[src/rtl/core/rmst_pkg.sv]
// ----------------------------------------------------------------------------
// rmst_pkg
// shared types, constants and helpers of the range minimum segment tree
// ----------------------------------------------------------------------------
package rmst_pkg;

  localparam int IdxW = 10;
  localparam int ValueW = 32;

  typedef logic signed [ValueW-1:0] value_t;
  typedef logic [IdxW-1:0] index_t;

  // largest value, also the reset value of every node
  localparam value_t TopValue = 32'sh7fffffff;

  localparam logic FUNC_UPDATE = 1'b0;
  localparam logic FUNC_QUERY = 1'b1;

  typedef struct packed {
    value_t min_value;
    logic span_empty;
  } result_t;

  function automatic value_t lesser(value_t a, value_t b);
    return (a < b) ? a : b;
  endfunction

endpackage

[src/rtl/core/rmst_engine.sv]
// ----------------------------------------------------------------------------
// rmst_engine
// sequencer for clearing, bottom-up point update and bottom-up range query
// ----------------------------------------------------------------------------
module rmst_engine #(
  parameter int LEAF_COUNT = 1024
) (
  input  logic                               clk,
  input  logic                               rst,
  input  logic                               in_valid,
  output logic                               in_ready,
  input  logic                               func,
  input  rmst_pkg::index_t                   first_index,
  input  rmst_pkg::index_t                   last_index,
  input  rmst_pkg::value_t                   new_value,
  output logic                               fin_valid,
  input  logic                               fin_ready,
  output rmst_pkg::result_t                  fin,
  output logic                               mem_we,
  output logic [$clog2(LEAF_COUNT):0]        mem_waddr,
  output rmst_pkg::value_t                   mem_wdata,
  output logic                               rd_a_en,
  output logic [$clog2(LEAF_COUNT):0]        rd_a_addr,
  input  rmst_pkg::value_t                   rd_a_data,
  output logic                               rd_b_en,
  output logic [$clog2(LEAF_COUNT):0]        rd_b_addr,
  input  rmst_pkg::value_t                   rd_b_data
);
  import rmst_pkg::*;

  localparam int LW = $clog2(LEAF_COUNT);
  localparam int AW = LW + 1;
  localparam int IW = AW + 1;

  localparam logic [2:0] S_CLEAR = 3'd0;
  localparam logic [2:0] S_IDLE  = 3'd1;
  localparam logic [2:0] S_UPD   = 3'd2;
  localparam logic [2:0] S_QRY   = 3'd3;
  localparam logic [2:0] S_FIN   = 3'd4;

  logic [2:0]    state, state_next;
  logic [AW-1:0] clr_addr, clr_addr_next;
  logic [AW-1:0] node, node_next;
  value_t        acc, acc_next;
  logic [IW-1:0] lo, lo_next;
  logic [IW-1:0] hi, hi_next;
  logic          pend_a, pend_a_next;
  logic          pend_b, pend_b_next;
  logic          empty_flag, empty_flag_next;

  logic          first_ok;
  logic          last_over;
  logic [LW-1:0] first_pos;
  logic [LW-1:0] last_pos;
  logic [AW-1:0] leaf_addr;
  logic [AW-1:0] parent;
  logic          take_a;
  logic          take_b;
  value_t        upd_min;
  value_t        qry_min;

  assign first_ok  = int'(first_index) < LEAF_COUNT;
  assign last_over = int'(last_index) > (LEAF_COUNT - 1);
  assign first_pos = LW'(first_index);
  assign last_pos  = last_over ? LW'(LEAF_COUNT - 1) : LW'(last_index);
  assign leaf_addr = {1'b1, first_pos};
  assign parent    = node >> 1;
  assign take_a    = lo[0];
  assign take_b    = ~hi[0];
  assign upd_min   = lesser(acc, rd_a_data);
  assign qry_min   = lesser(lesser(acc, pend_a ? rd_a_data : TopValue),
                            pend_b ? rd_b_data : TopValue);

  assign fin.min_value  = acc;
  assign fin.span_empty = empty_flag;

  always_comb begin
    state_next      = state;
    clr_addr_next   = clr_addr;
    node_next       = node;
    acc_next        = acc;
    lo_next         = lo;
    hi_next         = hi;
    pend_a_next     = pend_a;
    pend_b_next     = pend_b;
    empty_flag_next = empty_flag;
    in_ready        = 1'b0;
    fin_valid       = 1'b0;
    mem_we          = 1'b0;
    mem_waddr       = '0;
    mem_wdata       = TopValue;
    rd_a_en         = 1'b0;
    rd_a_addr       = '0;
    rd_b_en         = 1'b0;
    rd_b_addr       = '0;
    unique case (state)
      S_CLEAR: begin
        mem_we        = 1'b1;
        mem_waddr     = clr_addr;
        clr_addr_next = clr_addr + AW'(1);
        if (clr_addr == '1) begin
          state_next = S_IDLE;
        end
      end
      S_IDLE: begin
        in_ready = 1'b1;
        if (in_valid) begin
          if (func == FUNC_UPDATE) begin
            if (first_ok) begin
              mem_we     = 1'b1;
              mem_waddr  = leaf_addr;
              mem_wdata  = new_value;
              rd_a_en    = 1'b1;
              rd_a_addr  = leaf_addr ^ AW'(1);
              node_next  = leaf_addr;
              acc_next   = new_value;
              state_next = S_UPD;
            end
          end else begin
            acc_next    = TopValue;
            pend_a_next = 1'b0;
            pend_b_next = 1'b0;
            if (first_index > last_index || !first_ok) begin
              empty_flag_next = 1'b1;
              state_next      = S_FIN;
            end else begin
              empty_flag_next = 1'b0;
              lo_next         = {2'b01, first_pos};
              hi_next         = {2'b01, last_pos};
              state_next      = S_QRY;
            end
          end
        end
      end
      S_UPD: begin
        // sibling arrived, refresh the parent and fetch the next sibling
        mem_we    = 1'b1;
        mem_waddr = parent;
        mem_wdata = upd_min;
        acc_next  = upd_min;
        node_next = parent;
        if (parent == AW'(1)) begin
          state_next = S_IDLE;
        end else begin
          rd_a_en   = 1'b1;
          rd_a_addr = parent ^ AW'(1);
        end
      end
      S_QRY: begin
        acc_next = qry_min;
        if (lo <= hi) begin
          rd_a_en     = take_a;
          rd_a_addr   = lo[AW-1:0];
          rd_b_en     = take_b;
          rd_b_addr   = hi[AW-1:0];
          pend_a_next = take_a;
          pend_b_next = take_b;
          lo_next     = (lo + IW'(take_a)) >> 1;
          hi_next     = (hi - IW'(take_b)) >> 1;
        end else begin
          pend_a_next = 1'b0;
          pend_b_next = 1'b0;
          state_next  = S_FIN;
        end
      end
      S_FIN: begin
        fin_valid = 1'b1;
        if (fin_ready) begin
          state_next = S_IDLE;
        end
      end
      default: begin
        state_next = S_CLEAR;
      end
    endcase
  end

  always_ff @(posedge clk) begin
    if (rst) begin
      state    <= S_CLEAR;
      clr_addr <= '0;
      pend_a   <= 1'b0;
      pend_b   <= 1'b0;
    end else begin
      state    <= state_next;
      clr_addr <= clr_addr_next;
      pend_a   <= pend_a_next;
      pend_b   <= pend_b_next;
    end
  end

  always_ff @(posedge clk) begin
    node       <= node_next;
    acc        <= acc_next;
    lo         <= lo_next;
    hi         <= hi_next;
    empty_flag <= empty_flag_next;
  end

endmodule

[config.mk]
export PLATFORM = sky130hd
export DESIGN_NAME = rmst_engine
export DESIGN_NICKNAME = d
export VERILOG_FILES = /design/src/rtl/core/rmst_pkg.sv /design/src/rtl/core/rmst_engine.sv
export SDC_FILE = /design/constraint.sdc
export NUM_CORES = 1
export LEC_CHECK = 0
export ABC_AREA = 0
export ABC_CLOCK_PERIOD_IN_PS = 11500
export BUFFER_PORTS_ARGS = -buffer_cell sky130_fd_sc_hd__buf_4
export CAP_MARGIN = 15
export CORE_MARGIN = 2
export CORE_UTILIZATION = 50
export CTS_CLUSTER_DIAMETER = 50
export DETAILED_ROUTE_END_ITERATION = 6
export GPL_ROUTABILITY_DRIVEN = 0
export PLACE_DENSITY = 0.75
export SETUP_SLACK_MARGIN = 0.3
export SYNTH_ARGS = -nofsm -noshare
export SYNTH_HDL_FRONTEND = slang
export SYNTH_SLANG_ARGS = --single-unit
export TNS_END_PERCENT = 20
[constraint.sdc]
create_clock -name clk -period 11.5 [get_ports clk]
set_input_delay 1.15 -clock clk [delete_from_list [all_inputs] [get_ports clk]]
set_output_delay 1.15 -clock clk [all_outputs]
set_load 0.02 [all_outputs]
== Word-level counts from Yosys, hierarchy flattened ==
Cells that the tools add are included.
Word-level totals
  register bits: 84
  input port bits: 121
  output and inout bits: 103
  word-level logic and storage cells: 102
Cells by class
  add/sub/neg operators: 3
  $lt $le $gt $ge: 5
  equal/unequal tests: 15
  muxes and demuxes: 56
  bitwise gates (word level): 3
  reduce and logical (&&, ||, !) cells: 11
Operators by type and width (count)
  2-to-1 mux 32 bit: 8
  2-to-1 mux 11 bit: 9
  less-than comparator 32 bit: 3
  2-to-1 mux 12 bit: 8
  one-hot mux 32 bit (3 select lines): 1
  one-hot mux 11 bit (3 select lines): 2
  one-hot mux 32 bit (2 select lines): 1
  one-hot mux 12 bit (2 select lines): 2
  one-hot mux 11 bit (2 select lines): 1
  2-to-1 mux 3 bit: 7
  inequality test 2 bit, second input constant: 9
  one-hot mux 3 bit (5 select lines): 1
  adder 12 x 1 -> 12 bit: 1
  <= comparator 12 bit: 1
  subtractor 12 x 1 -> 12 bit: 1
  adder 11 x 1 -> 11 bit, second input constant: 1
  equality test 11 bit, second input constant: 1
  2-to-1 mux 1 bit: 11
  equality test 10 x 1 -> 1 bit, second input constant: 1
  greater-than comparator 10 bit: 1
  2-to-1 mux 10 bit: 1
  AND reduction 5 bit: 2
  AND reduction 3 bit: 3
  equality test 3 x 2 -> 1 bit, second input constant: 2
  other kinds (10): 15

== Logic depth before layout (Yosys ltp) ==
Gate-level depths: netlist of run 1.
  depth after elaboration: 6
  depth in mapped cells: 23
  mapped depth without buffers: 19

== Worst setup path before layout of run 1 ==
No wires, ideal clock.
  kind: input -> register
  from: input port rd_a_data[31]
  to: register acc[17], data pin
  setup time: 0.261 ns
  data arrival time: 5.183 ns
  required time: 11.239 ns
  setup slack: 6.056 ns
  stages: 21
  path buffers: 3
  path through: nand2_1 > ha_1 > nand4_1 > nor4_2 > a211oi_1 > xor2_1 > a311oi_1 > buf_4 > buf_2 > mux2i_1 > ha_1 > a211oi_1 > o21bai_1 > a21o_1 > a21oi_1 > a31oi_1 > o41a_1 > nor2_4 > buf_4 > nor3_1 > a311o_1
Between the ends
  word-level cells in the longest chain between the ends: 6
  elaborated cells on any way between the ends: 8
  those cells by class: 3 x order compare; 5 x mux
Ends and longest elaborated chain
  start, declared: RTL line rmst_engine.sv:24  | input rmst_pkg::value_t rd_a_data,
  2-to-1 mux 32 bit: RTL line rmst_engine.sv:71  | assign qry_min = lesser(lesser(acc, pend_a ? rd_a_data : TopValue),
  less-than comparator 32 bit: RTL line rmst_pkg.sv:25  | return (a < b) ? a : b;
  2-to-1 mux 32 bit: RTL line rmst_pkg.sv:25
  less-than comparator 32 bit: RTL line rmst_pkg.sv:25
  2-to-1 mux 32 bit: RTL line rmst_pkg.sv:25
  one-hot mux 32 bit (3 select lines) (*): RTL line rmst_engine.sv:96  | unique case (state)
  via acc_next[17]: RTL line rmst_engine.sv:44  | value_t acc, acc_next;
  end signal, assigned: RTL line rmst_engine.sv:194  | acc <= acc_next;
  end, declared: RTL line rmst_engine.sv:44
The timed path passes the listed nets; every way through them passes the cells marked *.
A chain may end at the register's enable or synchronous reset.

== Worst setup path after layout of run 1 ==
  from: register pend_a
  to: register acc[11], data pin
Between the ends
  word-level cells in the longest chain between the ends: 6
Ends and longest elaborated chain
  start, declared: RTL line rmst_engine.sv:47  | logic pend_a, pend_a_next;
  start signal, assigned: RTL line rmst_engine.sv:187  | pend_a <= pend_a_next;
  2-to-1 mux 32 bit (*): RTL line rmst_engine.sv:71
  less-than comparator 32 bit: RTL line rmst_pkg.sv:25
  2-to-1 mux 32 bit (*): RTL line rmst_pkg.sv:25
  less-than comparator 32 bit: RTL line rmst_pkg.sv:25
  2-to-1 mux 32 bit (*): RTL line rmst_pkg.sv:25
  one-hot mux 32 bit (3 select lines) (*): RTL line rmst_engine.sv:96
  via acc_next[11]: RTL line rmst_engine.sv:44
Marks and branches as above.

==> metrics, run 1 <==
largest net degree at the start of global routing=a little over 70; Reg clk slew, reported paths=roughly 0.07 ns; I/O pin cnt=around 220; post-synthesis sequential area ratio=0.235; CP Cell Sequence=nand2_1, ha_1, nand4_1, nor4_2, a211oi_1, xor2_1, a311oi_4, buf_4, mux2i_1, ha_1, a211oi_1, o21bai_1, a21o_1, a21oi_1, a31oi_1, o41a_1, nor2_4, buf_4, nor3_1, a311o_1; PostCTS Resize Cnt=0; final wirelength=31600 um; static leakage=5.69 nW; Fillers=1729; initial drt markers=roughly 850; # DRC=0; post-route clock period utilization=0.606; final worst slack=4.53 ns; commonest non-fill, non-tap cells in the layout=buf_4, nand2_1, ha_1; antenna violations before repair=0; met3 GRT Util=0.0409; Post-Layout Cell Count=1661; die area=0.0204 mm^2; Final ANT Viol Nets=0; Port Buf Inserts=223; CTS Buffer Depth=2; Post-synth EDFFs=65; hold buffer count at cts=0; # Post-CTS Setup Buffers=0; max_cap viols=0; Clock Latency Late Sink=0.36 ns; Hold Violations, Final=0; first-pass GRT wire length=roughly 50000 um; Die X=143 um; area of the multi-input gates=0.00680 mm^2; vias=10062; CP bufs+invs=2; GRT met1 Usage=0.400; CTS Buf Count=9; dominant synthesized flop cell=edfxtp_1; FFs w/ async S/R, synth=0; PD cells=about 96 mW/mm^2; pre-CTS setup slack=4.47 ns; delay-heaviest family, CP=compound AO/OA/AOI/OAI gates; Tot GR Track Use=0.301; Crit path depth=20; Mapped Cells=1220; commonest non-fill, non-tap cell in the layout=buf_4; Mean Syn Cell Area=7.92 um^2; FP Rows=50; final setup skew=0.0108 ns; CP required=11.61 ns; startpoint types=register; Final nets=1634; Crit-path slowest cell=dfxtp_1; share of layout cells above drive strength 1=0.191; CP Capture Type=register; GR peak layer=met2; Core Region=between 0.015 and 0.02 mm^2; P&R area growth vs syn=22.5%; clock sinks=81; crit path time final=about 7.0 ns; Crit path largest cell delay=approximately 1.1 ns; HPWL after DPL=23200 um; placed cell count=roughly 1600; final setup fails=0; synth warn=0; R2R cell count=20; RSZ-0062 raised after global routing=false; Initial Util=0.513; Critical Path AT=between 7 and 8 ns; crit path max fanout=40; worst vdd ir=0.0000706 V; Slew Limit Fails=0; Post-Syn Area=around 0.0097 mm^2; relative slew slack=0.266; WL/cell=about 19 um; maximum level of the CTS H-tree=3; met2 Usage GRT=0.499; Hold Path Stages=2; CTS tree=built; timing-limited maximum frequency=roughly 140 MHz; register area=0.00227 mm^2; CTS root buffer=clkbuf_16; vias in the first global route=9352; Avg Vias per Cell=just over 6; total negative slack=0 ns; CP Class=register to register; DR pass1 iterations=5; status=finished, final reports clean; gr ovfl total=0; post-synth cell types=59; Yosys reg bits=81; die extent in y=143 um; Ant. Diodes=0; Net Count, Synth=1458; Hold Path Class=register to register; Worst-Margin Slew=1.08 ns
per-stage QoR:
stage	hold slack, ns	instance area [um^2]	power [W]	util
2_1_floorplan	0.461	9660	0.000670	-
6_report	0.517	11800	0.00113	0.628
3_3_place_gp	0.483	11500	0.000822	0.612
5_1_grt	0.546	11800	0.00119	0.628
4_1_cts	0.515	11800	0.00113	0.628
3_5_place_dp	0.503	11500	0.000832	0.612
area by class of cell:
type | count | area share
Tap cell | 260 | 0.0275
Timing Repair Buffer | 237 | 0.150
Multi-Input combinational cell | 975 | 0.575
Sequential cell | 81 | 0.192
Clock buffer | 9 | 0.0190
Inverter | 92 | 0.0292
Clock inverter | 7 | 0.00688
cells by family after synthesis:
group / share of synthesized area
and+or+nand+nor: 0.220
AOI/OAI and AO/OA: 0.201
buffers and inverters: 0.0674
adders and majority gates: 0.152
muxes: 0.101
DFF: 0.235
xor gates and xnor gates: 0.0236
path summary, 6_finish.rpt:
| check | end | slack [ns] | start |
|---|---|---|---|
| setup / recovery | acc[11]$_DFFE_PP_ | 4.53 | pend_a$_SDFFE_PP0P_ |
| hold / removal | clr_addr[5]$_SDFFE_PP0N_ | 0.52 | clr_addr[5]$_SDFFE_PP0N_ |
| setup reg to reg | acc[11]$_DFFE_PP_ | 4.53 | pend_a$_SDFFE_PP0P_ |
| hold reg to reg | clr_addr[5]$_SDFFE_PP0N_ | 0.52 | clr_addr[5]$_SDFFE_PP0N_ |
state kept, by name, summed over array words and instances (netlist names):
register    cells
lo             11
pend_b          1
acc            32
clr_addr       11
node           10
empty_flag      1
hi             11
state           3
pend_a          1
metal layers:
layer | wire length (um) | vias up
met5 | 0 | -
met4 | 999 | 0
met3 | 2470 | 68
met2 | 14700 | 465
met1 | 13400 | 4739
li1 | - | 4790
report_power, final:
part,switching (W),leakage [nW],total [W],internal [W]
Sequential,0.0000353,0.701,0.000382,0.000346
Clock,0.000145,0.150,0.000300,0.000155
Combinational,0.000267,4.84,0.000449,0.000182
Total,0.000447,5.69,0.00113,0.000684
cell usage after synthesis, types with 2 or more instances:
cell,instances,area share
xor2_1,13,0.012
buf_4,6,0.0047
nand4_1,22,0.014
mux2i_1,94,0.097
o31ai_1,3,0.0023
dfxtp_1,16,0.033
o211ai_1,7,0.0054
a32oi_1,2,0.0018
nor2b_1,69,0.045
mux2_2,2,0.0023
and3_1,7,0.0045
nor4_1,3,0.0019
a21o_1,19,0.015
a21oi_1,36,0.019
or3_1,5,0.0032
a211oi_1,8,0.0062
nand2_1,184,0.072
buf_1,5,0.0019
a21boi_0,9,0.0070
and4_1,2,0.0018
a2bb2oi_1,2,0.0018
inv_1,91,0.035
xnor2_1,13,0.012
edfxtp_1,65,0.20
buf_2,10,0.0052
o21a_1,3,0.0023
a311o_1,31,0.032
ha_1,117,0.15
o21ai_1,5,0.0026
nand3_1,16,0.0083
o221ai_1,32,0.029
a221o_1,2,0.0021
nor2_1,74,0.029
clkbuf_1,51,0.020
and2_1,13,0.0084
a31oi_1,36,0.023
o21ai_0,75,0.039
nor3_1,43,0.022
nand2b_1,9,0.0058
worst min-delay path, delay by kind of cell (launching register included):
family,cells,cell delay (ns)
DFF,1,0.34
AOI/OAI and AO/OA,2,0.14
No activity file was read; power rests on OpenSTA's default activity.
==> inputs of run 2 (changes only) <==
- ABC_CLOCK_PERIOD_IN_PS: 11500 -> 6800
- clock period: 11.5 -> 6.8 ns (I/O delays scaled with it)
==> run 2 against run 1 <==
Count of clock-buffer cells in the layout unchanged. Flip-flop and latch count unchanged. First-iteration DRC count down 7.3%. Clock power up 63%. Worst setup slack worse by 3.5 ns. Core utilization up 0.23 points. Total power up 69%. Global-route usage up 0.60 points. Wire length up 0.61%. Clock skew down 0.0021 ns. Critical endpoint unchanged. Largest power group unchanged.
==> metrics, run 2 (synthesis results as in run 1) <==
R2R cell count=21 (was 20); initial drt markers=786 (was 848); placed cell count=1645 (unchanged); most frequent CP cell=buf_4; final setup fails=0 (unchanged); clock sinks=81 (unchanged); Critical Path AT=5.83 ns (was 7.08 ns); pre-CTS setup slack=1.04 ns (was 4.47 ns); Hold Path Class=register to register (unchanged); CP Capture Type=register (unchanged); CP required=6.91 ns (was 11.61 ns); static leakage=5.72 nW (was 5.69 nW); HPWL after DPL=23300 um (was 23200 um); Hold Violations, Final=0 (unchanged); Worst R2R End=acc[11]$_DFFE_PP_ (unchanged); antenna violations before repair=0 (unchanged); Pint=0.00116 W (was 0.000684 W); dpl cell area=0.0115 mm^2 (unchanged); Hold Path Stages=2 (unchanged); crit path max fanout=40 (unchanged); Worst-Margin Slew=1.10 ns (was 1.08 ns); crit path time final=5.72 ns (was 6.97 ns); PostCTS Resize Cnt=0 (unchanged); hold buffer count at cts=0 (unchanged); vias in the first global route=9825 (was 9352); Net Switching=0.000748 W (was 0.000447 W); total negative slack=0 ns (unchanged); commonest non-fill, non-tap cell in the layout=buf_4 (unchanged); startpoint types=register (unchanged); Crit-path slowest cell=dfxtp_1 (unchanged); combinational power share=0.406 (was 0.397); vias=10006 (was 10062); max_cap viols=0 (unchanged); FP Rows=50 (unchanged); maximum level of the CTS H-tree=3 (unchanged); DR pass1 iterations=5 (unchanged); post-route clock period utilization=0.841 (was 0.606); Ant. Diodes=0 (unchanged); timing-limited maximum frequency=175 MHz (was 144 MHz); final wirelength=31700 um (was 31600 um); CP Class=register to register (unchanged); Reg clk slew, reported paths=0.07 ns (about the same); sequential share of power=0.338 (was 0.337); worst hold path endpoint=clr_addr[5]$_SDFFE_PP0N_ (unchanged); Crit path largest cell delay=0.66 ns (was 1.06 ns); Final ANT Viol Nets=0 (unchanged); # Post-CTS Setup Buffers=0 (unchanged); final setup skew=0.00874 ns (was 0.0108 ns); CTS Buffer Depth=2 (unchanged); RSZ-0062 raised after global routing=false (unchanged); PD cells=161 mW/mm^2 (was 95.6 mW/mm^2); worst vdd ir=0.000156 V (was 0.0000706 V); largest net degree at the start of global routing=71 (unchanged); hold path start=clr_addr[5]$_SDFFE_PP0N_ (unchanged); Port Buf Inserts=223 (unchanged); Core Region=0.0188 mm^2 (unchanged); die area=0.0204 mm^2 (unchanged); max reg flops=32 (unchanged); Initial Util=0.513 (unchanged); Switching Share=0.392 (was 0.395); I/O pin cnt=224 (unchanged); Tot GR Track Use=0.307 (was 0.301); Largest Register=acc (unchanged); Die X=143 um (unchanged); Clk pwr share=0.256 (was 0.265); Fin Hold WS=0.513 ns (was 0.517 ns); status=finished, final reports clean (unchanged); # DRC=0 (unchanged); CTS Buf Count=9 (unchanged); WL/cell=19.1 um (was 19.0 um); commonest non-fill, non-tap cells in the layout=buf_4, nand2_1, ha_1 (unchanged); first-pass GRT wire length=49800 um (was 48900 um); Final nets=1638 (was 1634); die extent in y=143 um (unchanged); Clock Latency Late Sink=0.36 ns (about the same); gr ovfl total=0 (unchanged); final worst slack=1.08 ns (was 4.53 ns); relative slew slack=0.250 (was 0.266); Slew Limit Fails=0 (unchanged); internal reg-to-reg setup slack=1.08 ns (was 4.53 ns); CTS tree=built (unchanged); CTS root buffer=clkbuf_16 (unchanged); CP Launch Point=pend_a$_SDFFE_PP0P_ (unchanged); Post-Layout Cell Count=1665 (was 1661); Avg Vias per Cell=6.01 (was 6.06); share of layout cells above drive strength 1=0.194 (was 0.191); P&R area growth vs syn=22.9% (was 22.5%); post-route cell area=0.0119 mm^2 (was 0.0118 mm^2); reg2reg start=pend_a$_SDFFE_PP0P_ (unchanged); CP Cell Sequence=buf_4, nor2b_1, ha_1, o21ai_0, a21oi_1, o311ai_1, nand3_1, a311oi_4, buf_4, mux2i_1, ha_1, a211oi_1, o21bai_1, a21o_1, a21oi_1, a31oi_1, o41a_1, nor2_4, buf_4, nor3_1, a311o_1 (was nand2_1, ha_1, nand4_1, nor4_2, a211oi_1, xor2_1, a311oi_4, buf_4, mux2i_1, ha_1, a211oi_1, o21bai_1, a21o_1, a21oi_1, a31oi_1, o41a_1, nor2_4, buf_4, nor3_1, a311o_1)
-- run 2: layer usage --
layer / wire length, um / vias to the layer above / track usage
met5: 0 / - / 0
met4: 869 / 0 / 0.128
met3: 2540 / 54 / 0.0473
met2: 15300 / 444 / 0.524
met1: 13000 / 4711 / 0.387
li1: - / 4797 / -
-- run 2: cell type report --
type | count | area (um^2)
Multi-Input combinational cell | 975 | 6800
Tap cell | 260 | 325
Timing Repair Buffer | 241 | 1840
Fill cell | 1708 | 6960
Clock inverter | 7 | 58.8
Inverter | 92 | 345
Clock buffer | 9 | 225
Sequential cell | 81 | 2270
-- run 2: worst max path at each step --
stage,end,cells past startpoint
CTS,acc[11]$_DFFE_PP_,20
detailed placement,acc[11]$_DFFE_PP_,21
global route,acc[11]$_DFFE_PP_,20
global placement,acc[11]$_DFFE_PP_,20
finish,acc[11]$_DFFE_PP_,21
floorplan,acc[17]$_DFFE_PP_,21
-- run 2: critical path: cells and delay by family (launching register included) --
family / cells / cell delay [ns]
AOI/OAI and AO/OA: 11 / 2.29
buffers and inverters: 3 / 1.05
DFF: 1 / 0.66
and+or+nand+nor: 4 / 0.63
adders and majority gates: 2 / 0.53
muxes: 1 / 0.28
-- run 2: metrics by stage --
stage / util / power (W)
detailed placement: 0.612 / 0.00141
floorplan: - / 0.00113
global route: 0.630 / 0.00201
global placement: 0.612 / 0.00139
CTS: 0.627 / 0.00190
finish: 0.630 / 0.00191
-- run 2: power by group through the flow --
stage / clock, W / combinational [W] / sequential (W)
floorplan: 0 / 0.000480 / 0.000653
detailed placement: 0 / 0.000756 / 0.000655
global route: 0.000517 / 0.000845 / 0.000651
global placement: 0 / 0.000739 / 0.000653
CTS: 0.000494 / 0.000760 / 0.000644
finish: 0.000488 / 0.000773 / 0.000645
==> inputs of run 3 (changes only) <==
- ABC_AREA: 0 -> 1
- ABC_CLOCK_PERIOD_IN_PS: 6800 -> 5500
- clock period: 6.8 -> 5.5 ns (I/O delays scaled with it)
==> run 3 against run 2 <==
Die area fell by 0.87%. Flip-flop and latch count did not move. Maximum frequency rose by 19%. Count of clock-buffer cells in the layout rose by 1. Worst setup slack got worse by 0.39 ns. Cell count rose by 10%. First-iteration DRC count rose by 9.7%. Synthesized area fell by 0.89%. Sequential share of layout area rose by 0.22 points. Worst hold slack got worse by 0.051 ns. Sequential power rose by 53%. Largest power group unchanged.
==> metrics, run 3 <==
most instantiated cells after synthesis=nand2_1, inv_1, o21ai_0 (was nand2_1, ha_1, mux2i_1); Hold Path Class=primary input to register (was register to register); relative slew slack=0.280 (was 0.250); dpl cell area=0.0114 mm^2 (was 0.0115 mm^2); delay-heaviest family, CP=simple AND/OR/NAND/NOR gates (was compound AO/OA/AOI/OAI gates); post-synth top area share=0.204 (was 0.202); Mean Syn Cell Area=6.80 um^2 (was 7.92 um^2); placed cell count=1816 (was 1645); Ant. Diodes=0 (unchanged); Worst-Margin Slew=1.08 ns (was 1.10 ns); largest cells by area after synthesis=edfxtp_1, ha_1, nand2_1, inv_1, o21ai_0 (was edfxtp_1, ha_1, mux2i_1, nand2_1, nor2b_1); Post-synth EDFFs=65 (unchanged); clock sinks=81 (unchanged); share of layout cells above drive strength 1=0.212 (was 0.194); I/O pin cnt=224 (unchanged); CTS Buffer Depth=2 (unchanged); R2R cell count=26 (was 21); Crit path largest cell delay=0.47 ns (was 0.66 ns); P&R area growth vs syn=22.6% (was 22.9%); combinational power share=0.606 (was 0.406); CTS root buffer=clkbuf_16 (unchanged); Synth area leader=edfxtp_1 (unchanged); Largest Register=acc (unchanged); Critical Path AT=4.92 ns (was 5.83 ns); antenna violations before repair=0 (unchanged); Die X=142 um (was 143 um); Core Region=0.0188 mm^2 (about the same); RSZ-0062 raised after global routing=false (unchanged); commonest non-fill, non-tap cells in the layout=nand2_1, buf_4, inv_1 (was buf_4, nand2_1, ha_1); Fillers=1754 (was 1708); hold path start=rst (was clr_addr[5]$_SDFFE_PP0N_); post-route clock period utilization=0.875 (was 0.841); most frequent cell after synthesis=nand2_1 (unchanged); total negative slack=0 ns (unchanged); post-synth cell types=41 (was 59); vias=10349 (was 10006); largest net degree at the start of global routing=55 (was 71); post-synthesis sequential area ratio=0.237 (was 0.235); max reg flops=32 (unchanged); Hold Violations, Final=0 (unchanged); Post-Layout Cell Count=1832 (was 1665); Net Switching=0.00208 W (was 0.000748 W); pre-CTS setup slack=0.175 ns (was 1.04 ns); area of the multi-input gates=0.00622 mm^2 (was 0.00680 mm^2); Tot GR Track Use=0.308 (was 0.307); die area=0.0203 mm^2 (was 0.0204 mm^2); Worst R2R End=acc[14]$_DFFE_PP_ (was acc[11]$_DFFE_PP_); Final nets=1831 (was 1638); WL/cell=17.2 um (was 19.1 um); Slew Limit Fails=0 (unchanged); status=finished, final reports clean (unchanged); CP Class=register to register (unchanged); reg2reg start=pend_a$_SDFFE_PP0P_ (unchanged); DR pass1 iterations=5 (unchanged); maximum level of the CTS H-tree=3 (unchanged); FP Rows=50 (unchanged); crit path max fanout=43 (was 40); hold buffer count at cts=0 (unchanged); initial drt markers=862 (was 786); register area=0.00227 mm^2 (unchanged); synth warn=0 (unchanged); commonest non-fill, non-tap cell in the layout=nand2_1 (was buf_4); CTS Buf Count=9 (unchanged); dominant synthesized flop cell=edfxtp_1 (unchanged); static leakage=5.86 nW (was 5.72 nW); Switching Share=0.506 (was 0.392); gr ovfl total=0 (unchanged); startpoint types=register (unchanged); fin util=0.625 (was 0.630); max_cap viols=0 (unchanged); Avg Vias per Cell=5.65 (was 6.01); Crit-path slowest cell=ha_2 (was dfxtp_1); Clk pwr share=0.154 (was 0.256); Post-Syn Area=0.00957 mm^2 (was 0.00966 mm^2); most frequent CP cell=nand2_1 (was buf_4); FFs w/ async S/R, synth=0 (unchanged); Reg clk slew, reported paths=0.07 ns (about the same); timing-limited maximum frequency=208 MHz (was 175 MHz); post-route cell area=0.0117 mm^2 (was 0.0119 mm^2); worst vdd ir=0.000222 V (was 0.000156 V); Initial Util=0.510 (was 0.513); worst hold path endpoint=clr_addr[2]$_SDFFE_PP0N_ (was clr_addr[5]$_SDFFE_PP0N_); Net Count, Synth=1646 (was 1458); internal reg-to-reg setup slack=0.69 ns (was 1.08 ns); Port Buf Inserts=223 (unchanged); CP required=5.60 ns (was 6.91 ns); CP bufs+invs=5 (was 3); Pint=0.00203 W (was 0.00116 W); CTS tree=built (unchanged); final wirelength=31400 um (was 31700 um); Clock Latency Late Sink=0.35 ns (was 0.36 ns); HPWL after DPL=23500 um (was 23300 um); PD cells=350 mW/mm^2 (was 161 mW/mm^2); Final ANT Viol Nets=0 (unchanged); crit path time final=4.81 ns (was 5.72 ns); vias in the first global route=9729 (was 9825); Mapped Cells=1408 (was 1220); final worst slack=0.686 ns (was 1.08 ns); Hold Path Stages=2 (unchanged); die extent in y=142 um (was 143 um); final setup fails=0 (unchanged); sequential share of power=0.240 (was 0.338); first-pass GRT wire length=49500 um (was 49800 um); Yosys reg bits=81 (unchanged); CP Capture Type=register (unchanged); final setup skew=0.00582 ns (was 0.00874 ns); # DRC=0 (unchanged)
run 3: cell type report:
type,instances,area share
multi-input cells,1044,0.530
flip-flops and latches,81,0.194
repair buffers,240,0.156
inverters,217,0.0694
well taps,234,0.0250
clock buffers,10,0.0213
clock inverters,6,0.00469
run 3: logic make-up (layout without fill, tap and decap cells):
group                      Yosys count  count (layout)  share of synthesized area
xor gates and xnor gates             8               8                    0.00732
and+or+nand+nor                    627             627                      0.305
adders and majority gates          117             117                      0.153
buffers and inverters              283             473                      0.124
AOI/OAI and AO/OA                  292             292                      0.174
DFF                                 81              81                      0.237
run 3: power groups by stage:
| stage | combinational, W | clock, W | sequential, W |
|---|---|---|---|
| final | 0.00249 | 0.000632 | 0.000986 |
| after detailed placement | 0.00241 | 0 | 0.000992 |
| after CTS | 0.00244 | 0.000635 | 0.000980 |
| after global routing | 0.00275 | 0.000658 | 0.00100 |
| after global placement | 0.00237 | 0 | 0.000990 |
| after floorplan | 0.00161 | 0 | 0.00103 |
run 3: how the worst max path moves through the flow:
stage | from | endpoint | cells past startpoint | slack [ns]
2_1_floorplan | pend_a$_SDFFE_PP0P_ | acc[23]$_DFFE_PP_ | 25 | 0.83
3_3_place_gp | pend_a$_SDFFE_PP0P_ | acc[30]$_DFFE_PP_ | 24 | 0.40
3_5_place_dp | pend_a$_SDFFE_PP0P_ | acc[15]$_DFFE_PP_ | 24 | 0.17
4_1_cts | pend_a$_SDFFE_PP0P_ | acc[14]$_DFFE_PP_ | 26 | 0.40
5_1_grt | pend_a$_SDFFE_PP0P_ | acc[26]$_DFFE_PP_ | 26 | 0.32
6_report | pend_a$_SDFFE_PP0P_ | acc[14]$_DFFE_PP_ | 26 | 0.69
run 3: timing repair:
| item | 4_1_cts | 5_1_grt |
|---|---|---|
| endpoints found under the setup margin | 32 | 32 |
| pin swaps | 0 | 1 |
| gates resized for setup | 3 | 10 |
| buffers inserted | 0 | 0 |
run 3: per-layer routing:
| layer | routed length (um) | part of all wire | GRT usage | vias to the layer above |
|---|---|---|---|---|
| li1 | - | - | - | 5100 |
| met1 | 14000 | 0.44 | 0.428 | 4762 |
| met2 | 14300 | 0.46 | 0.500 | 431 |
| met3 | 2390 | 0.076 | 0.0377 | 56 |
| met4 | 741 | 0.024 | 0.0974 | 0 |
| met5 | 0 | 0 | 0 | - |
run 3: metrics by stage:
stage / hold WS (ns) / power (W)
finish: 0.462 / 0.00410
global route: 0.476 / 0.00441
CTS: 0.454 / 0.00405
detailed placement: 0.479 / 0.00340
global placement: 0.459 / 0.00336
floorplan: 0.447 / 0.00265
